## config.mk

```make
export PLATFORM = sky130hd
export DESIGN_NAME = psu_predict
export DESIGN_NICKNAME = d
export VERILOG_FILES = /design/src/rtl/psu_pkg.sv /design/src/rtl/psu_predict.sv
export SDC_FILE = /design/constraint.sdc
export NUM_CORES = 1
export LEC_CHECK = 0
export ABC_CLOCK_PERIOD_IN_PS = 9110
export BUFFER_PORTS_ARGS = -buffer_cell sky130_fd_sc_hd__buf_2
export CAP_MARGIN = 20
export CELL_PAD_IN_SITES_DETAIL_PLACEMENT = 1
export CELL_PAD_IN_SITES_GLOBAL_PLACEMENT = 2
export CORE_MARGIN = 2
export CORE_UTILIZATION = 36
export DETAILED_ROUTE_END_ITERATION = 16
export PLACE_DENSITY_LB_ADDON = 0.1
export SYNTH_ARGS = -nofsm -noshare
export SYNTH_HDL_FRONTEND = slang
export SYNTH_SLANG_ARGS = --single-unit
```

## constraint.sdc

```tcl
create_clock -name vclk -period 9.11
set_input_delay 0.4555 -clock vclk [all_inputs]
set_output_delay 0.4555 -clock vclk [all_outputs]
set_load 0.01 [all_outputs]
```

## src/rtl/psu_pkg.sv

```systemverilog
// Shared types and constants of the PNG scanline unfilter block.
`timescale 1ns / 1ps
`default_nettype none
package psu_pkg;

  localparam int MAX_ROW_BYTES   = 8192;
  localparam int MAX_PIXEL_BYTES = 8;

  localparam int ROW_W  = 14;                       // row_bytes register width
  localparam int BPP_W  = 4;                        // bytes_per_pixel register width
  localparam int COL_W  = $clog2(MAX_ROW_BYTES);    // line store address width
  localparam int WIN_W  = $clog2(MAX_PIXEL_BYTES);  // window index width
  localparam int CFG_IDX_W  = 1;
  localparam int CFG_DATA_W = 14;

  localparam logic [CFG_IDX_W-1:0] REG_ROW_BYTES       = 1'd0;
  localparam logic [CFG_IDX_W-1:0] REG_BYTES_PER_PIXEL = 1'd1;

  localparam logic [7:0] MAX_FILTER_CODE = 8'd4;

  typedef enum logic [2:0] {
    FILT_NONE  = 3'd0,
    FILT_SUB   = 3'd1,
    FILT_UP    = 3'd2,
    FILT_AVG   = 3'd3,
    FILT_PAETH = 3'd4
  } filt_kind_t;

  typedef struct packed {
    logic [7:0] data_byte;
    logic       image_start;
  } in_item_t;

  typedef struct packed {
    logic [7:0] pixel_byte;
    logic       row_end;
    logic       bad_filter;
  } out_item_t;

  // Operands handed to the predictor
  typedef struct packed {
    logic [7:0] filt_byte;
    logic [7:0] left;
    logic [7:0] up;
    logic [7:0] up_left;
    logic [2:0] kind;
    logic       err;
  } pred_in_t;

endpackage
`default_nettype wire

```

## src/rtl/psu_predict.sv

```systemverilog
// Predictor and byte reconstruction for the five PNG filter types.
`timescale 1ns / 1ps
`default_nettype none
module psu_predict (
  input  psu_pkg::pred_in_t   p,
  output logic [7:0]          raw
);
  import psu_pkg::*;

  logic signed [9:0] pa;
  logic signed [9:0] pb;
  logic signed [9:0] pc;
  logic signed [9:0] da;
  logic signed [9:0] db;
  logic signed [9:0] dc;
  logic [8:0]        avg_sum;
  logic [7:0]        paeth;
  logic [7:0]        pred;

  always_comb begin
    da = $signed({2'b00, p.up}) - $signed({2'b00, p.up_left});
    db = $signed({2'b00, p.left}) - $signed({2'b00, p.up_left});
    dc = da + db;
    pa = da[9] ? -da : da;
    pb = db[9] ? -db : db;
    pc = dc[9] ? -dc : dc;
    // ties go to left, then up, then upper-left
    priority if (pa <= pb && pa <= pc) begin
      paeth = p.left;
    end else if (pb <= pc) begin
      paeth = p.up;
    end else begin
      paeth = p.up_left;
    end
  end

  assign avg_sum = {1'b0, p.left} + {1'b0, p.up};

  always_comb begin
    pred = 8'd0;
    if (!p.err) begin
      unique case (p.kind)
        FILT_SUB:   pred = p.left;
        FILT_UP:    pred = p.up;
        FILT_AVG:   pred = avg_sum[8:1];
        FILT_PAETH: pred = paeth;
        default:    pred = 8'd0;
      endcase
    end
  end

  assign raw = p.filt_byte + pred;

endmodule
`default_nettype wire

```

Yosys cells after proc, flatten, opt, wreduce, memory -nomap -nowiden
Index checks and enable logic that the tools add are counted.

storage, ports and cells
  output and inout bits = 8
  input bits = 36
  flip-flop bits (word level) = 0
  word-level logic and storage cells = 23

operators by class
  add/sub/neg operators = 8
  $lt $le $gt $ge = 3
  eq/ne operators = 4
  reduce and logical (&&, ||, !) cells = 1
  muxes and demuxes = 7

operators by type and width
  cell                count
  $pmux 8 s4          1
  $le 10x10->1        3
  $mux 10             3
  $mux 8              3
  $neg 9->10          2
  $sub 8x8->9         2
  $add 9x9->10        1
  $neg 10->10         1
  $add 8x8->9         1
  $add 8x8->8         1
  $eq 3x2->1 const B  2
  $eq 3x1->1 const B  1
  $eq 3x3->1 const B  1
  $logic_and 1x1->1   1

Longest topological paths before layout
  depth after elaboration = 10
  gate-level depth with buffers = 40
  gate-level depth less buffers = 38

Worst setup path before layout
OpenSTA, ideal clock, no wires.

  kind = input to output
  from = input p[20] (netlist bit)
  to = output raw[7]
  cell stages on the path = 38
  required time = 8.655 ns
  path slack = 1.607 ns
  arrival time = 7.048 ns
  buffers on the path = 1
  cell sequence = inv_1 > ha_1 > inv_1 > fa_1 > a211o_1 > and3_4 > o311a_4 > o21ai_1 > nand2b_1 > inv_1 > ha_1 > inv_1 > or4_1 > a21o_1 > nand2_4 > nand2_1 > xor2_1 > ha_1 > (+2 left out) > a221oi_1 > o2111ai_1 > o21ai_1 > a2bb2oi_1 > clkbuf_1 > nor2_1 > a21oi_1 > o22ai_1 > ha_1 > a21o_1 > a21oi_1 > nor2b_1 > o21a_1 > o21ai_0 > nand2b_1 > a21oi_1 > xor2_1 > xnor2_1

on the way
  cells in the longest elaborated chain, start to end = 10
  elaborated cells between the ends (all ways) = 16
  those cells by class = add/sub (6); order compare (3); mux (6); reduce/logical (1)

ends and longest elaborated chain
  item                                         line                                  RTL
  from (decl)                                  psu_predict.sv:5                      input psu_pkg::pred_in_t p,
  $sub 8x8->9                                  psu_predict.sv:22                     db = $signed({2'b00, p.left}) - $signed({2'b00, p.up_left});
  $add 9x9->10                                 psu_predict.sv:23                     dc = da + db;
  $neg 10->10                                  psu_predict.sv:26                     pc = dc[9] ? -dc : dc;
  $mux 10                                      psu_predict.sv:26
  $le 10x10->1, on equally long branches       psu_predict.sv:30, psu_predict.sv:28
  $mux 8 or $logic_and 1x1->1 (tied branches)  psu_predict.sv:30, psu_predict.sv:28
  $mux 8                                       psu_predict.sv:28                     priority if (pa <= pb && pa <= pc) begin
  $pmux 8 s4 (*)                               psu_predict.sv:42                     unique case (p.kind)
  $mux 8 (*)                                   psu_predict.sv:41                     if (!p.err) begin
  $add 8x8->8 (*)                              psu_predict.sv:52                     assign raw = p.filt_byte + pred;
  to (decl)                                    psu_predict.sv:6                      output logic [7:0] raw

Mark *: on every way between the ends. The rest lies on a longest branch, timed or not.

Worst setup path in the final report
Same ends and word-level chain as after synthesis.

==> flow_summary_export.csv <==
group,metric,value,unit
routing,remaining_drc_errors,0,
final_layout,antenna_cells,0,
worst_setup_path,critPathTopFamily,"compound AO/OA/AOI/OAI gates",
sta,period_share,90.6,%
worst_setup_path,startpoint_type,"primary input",
worst_setup_path,cp_max_fo,12,
final_layout,final_common_cell,"ha_1",
final_layout,drive_above_1_share,16.4,%
yosys,yosysWarningCount,0,
placement,place.gp.congestion,0.847,
routing,drt-vias-per-instance,5.43,
pwr,seq_power_share,0,%
flow_run,cap_violations,0,
clock_tree,cts_hold_buf,0,
worst_setup_path,cp.required,8.65,ns
floorplan,core,8300,um^2
pwr,switching_share,57.0,%
yosys,syn_area,3110,um^2
floorplan,num_rows,33,
global_route,overflow,0,
pwr,vdd_drop_max,0.0000501,V
global_route,grt.total_usage,19.5,%
final_layout,nets,560,
sta,hold_viol_final,0,
final_layout,mostFrequentLayoutCells,"ha_1 (67), buf_2 (44), inv_1 (38)",
floorplan,start_util,37.5,%
placement,port_buffers,44,
min_path,min_from,"p[28]",
routing,first_pass_iters,4,
final_layout,regArea,0,um^2
yosys,yosysSeqAreaShare,0,%
final_layout,utilization,41.7,%
sta,layout_setup_ws,0.854,ns
worst_setup_path,crit_type,"primary input to output pin",
global_route,grt_pass1_wl,15500,um
worst_setup_path,max_stage_delay,0.52,ns
min_path,whs_path_depth,3,
yosys,ys_types,65,
placement,dp_hpwl,8390,um
pwr,p_leak,1.71,nW
pwr,p_int,0.000282,W
final_layout,area_delta_synth_final,11.0,%
final_layout,nFlopsAndLatches,0,
placement,pre_cts_ws,0.795,ns
final_layout,nClkBuffers,0,
sta,setup_violations,0,
sta,grt_setup_unrepaired,"no",
sta,tightest_slew,0.598,ns
pwr,power_frac_clock,0,%
worst_setup_path,crit_buf_inv,7,
global_route,grt_pass1_vias,3220,
floorplan,die_h,97.0,um
yosys,syn_inst,410,
pwr,combinationalPowerShare,100.0,%
floorplan,fp.dieArea,9410,um^2
pwr,p_per_area,190,nW/um^2
clock_tree,post_cts_resized,0,
min_path,min_to,"raw[0]",
pwr,power_switching,0.000375,W
worst_setup_path,cp.arrival,7.80,ns
global_route,antenna_found_initial,0,
worst_setup_path,endpoint_kind,"output pin",
sta,relSlewSlack,59.6,%
sta,drv_slew,0,
sta,layout_min_cycle_time,8.26,ns
routing,drtIter0Drc,38,
sta,setup_tns,0,ns
routing,antenna_left,0,
worst_setup_path,cp_slowest_cell,"or4_1",
floorplan,boundaryPins,44,
clock_tree,post_cts_buffers,0,
floorplan,chipWidth,97.0,um
sta,clock.fmax,121,MHz
routing,wl,9260,um
routing,route.vias.total,3016,
worst_setup_path,cp.depth,39,
routing,wire_per_inst,16.7,um
global_route,grt_max_degree,15,
status,outcome,"finished clean",
min_path,min_path_type,"primary input to output pin",
yosys,avgSynthCellArea,7.60,um^2
-- worst max-delay path by stage --
stage	endpoint	startpoint	slack (ns)
after floorplan	raw[7]	p[20]	1.61
after global placement	raw[7]	p[20]	0.89
after detailed placement	raw[7]	p[20]	0.79
after CTS	raw[7]	p[20]	0.80
after global routing	raw[7]	p[20]	0.19
final	raw[7]	p[20]	0.85
-- power by group through the flow --
stage	Clock [W]	Combinational [W]	Sequential, W
finish	0	0.000657	0
global route	0	0.000751	0
CTS	0	0.000666	0
detailed placement	0	0.000661	0
global placement	0	0.000644	0
floorplan	0	0.000499	0
-- cell usage after synthesis (3+ instances only) --
library cell / n / area (um^2)
ha_1: 67 / 838
inv_1: 38 / 143
a21oi_1: 36 / 180
nor2_1: 31 / 116
xnor2_1: 28 / 245
nand2_1: 21 / 78.8
xor2_1: 21 / 184
a21o_1: 16 / 120
o21ai_0: 9 / 45.0
mux2i_1: 8 / 80.1
o21ai_1: 8 / 40.0
o22ai_1: 8 / 50.1
mux2_2: 6 / 67.6
nand2b_1: 6 / 37.5
nand4_1: 6 / 37.5
o21bai_1: 6 / 45.0
a22oi_1: 5 / 37.5
clkbuf_1: 5 / 18.8
fa_1: 5 / 100
nor2b_1: 5 / 31.3
o21a_1: 5 / 37.5
a21oi_2: 3 / 26.3
buf_1: 3 / 11.3
maj3_2: 3 / 33.8
nand3_1: 3 / 15.0
or2_1: 3 / 18.8
or2_2: 3 / 18.8
or3_1: 3 / 18.8
-- kinds of logic after synthesis --
group	Yosys count	share of synthesized area [%]
and+or+nand+nor	101	17.1
other	2	0.241
buffers and inverters	46	5.54
xor gates and xnor gates	50	14.3
adders and majority gates	76	31.5
AOI/OAI and AO/OA	120	26.2
muxes	15	5.10
-- worst min-delay path, cell delays in order --
cell	delay (ns)
buf_2	0.08
ha_1	0.11
buf_2	0.12
-- cell type report --
class | count | area [um^2]
Fill cell | 1044 | 4840
Inverter | 38 | 143
Multi-Input combinational cell | 366 | 2950
Tap cell | 105 | 131
Timing Repair Buffer | 46 | 235
-- metrics by stage --
step                instances  cell area, um^2  power, W  hold slack [ns]
CTS                       555             3460  0.000666             1.22
global route              555             3460  0.000751             1.26
global placement          555             3460  0.000644             1.22
detailed placement        555             3460  0.000661             1.22
floorplan                 412             3120  0.000499             1.06
finish                    555             3460  0.000657             1.22
-- routing by layer --
metal,track usage [%],vias up,share of wire [%],routed length [um]
met2,40.0,44,53,4930
li1,-,1558,-,-
met3,0.650,4,2.0,181
met4,1.41,0,0.80,74
met1,22.9,1410,44,4070
met5,0,-,0,0
Power figures use the tool's default switching activity.
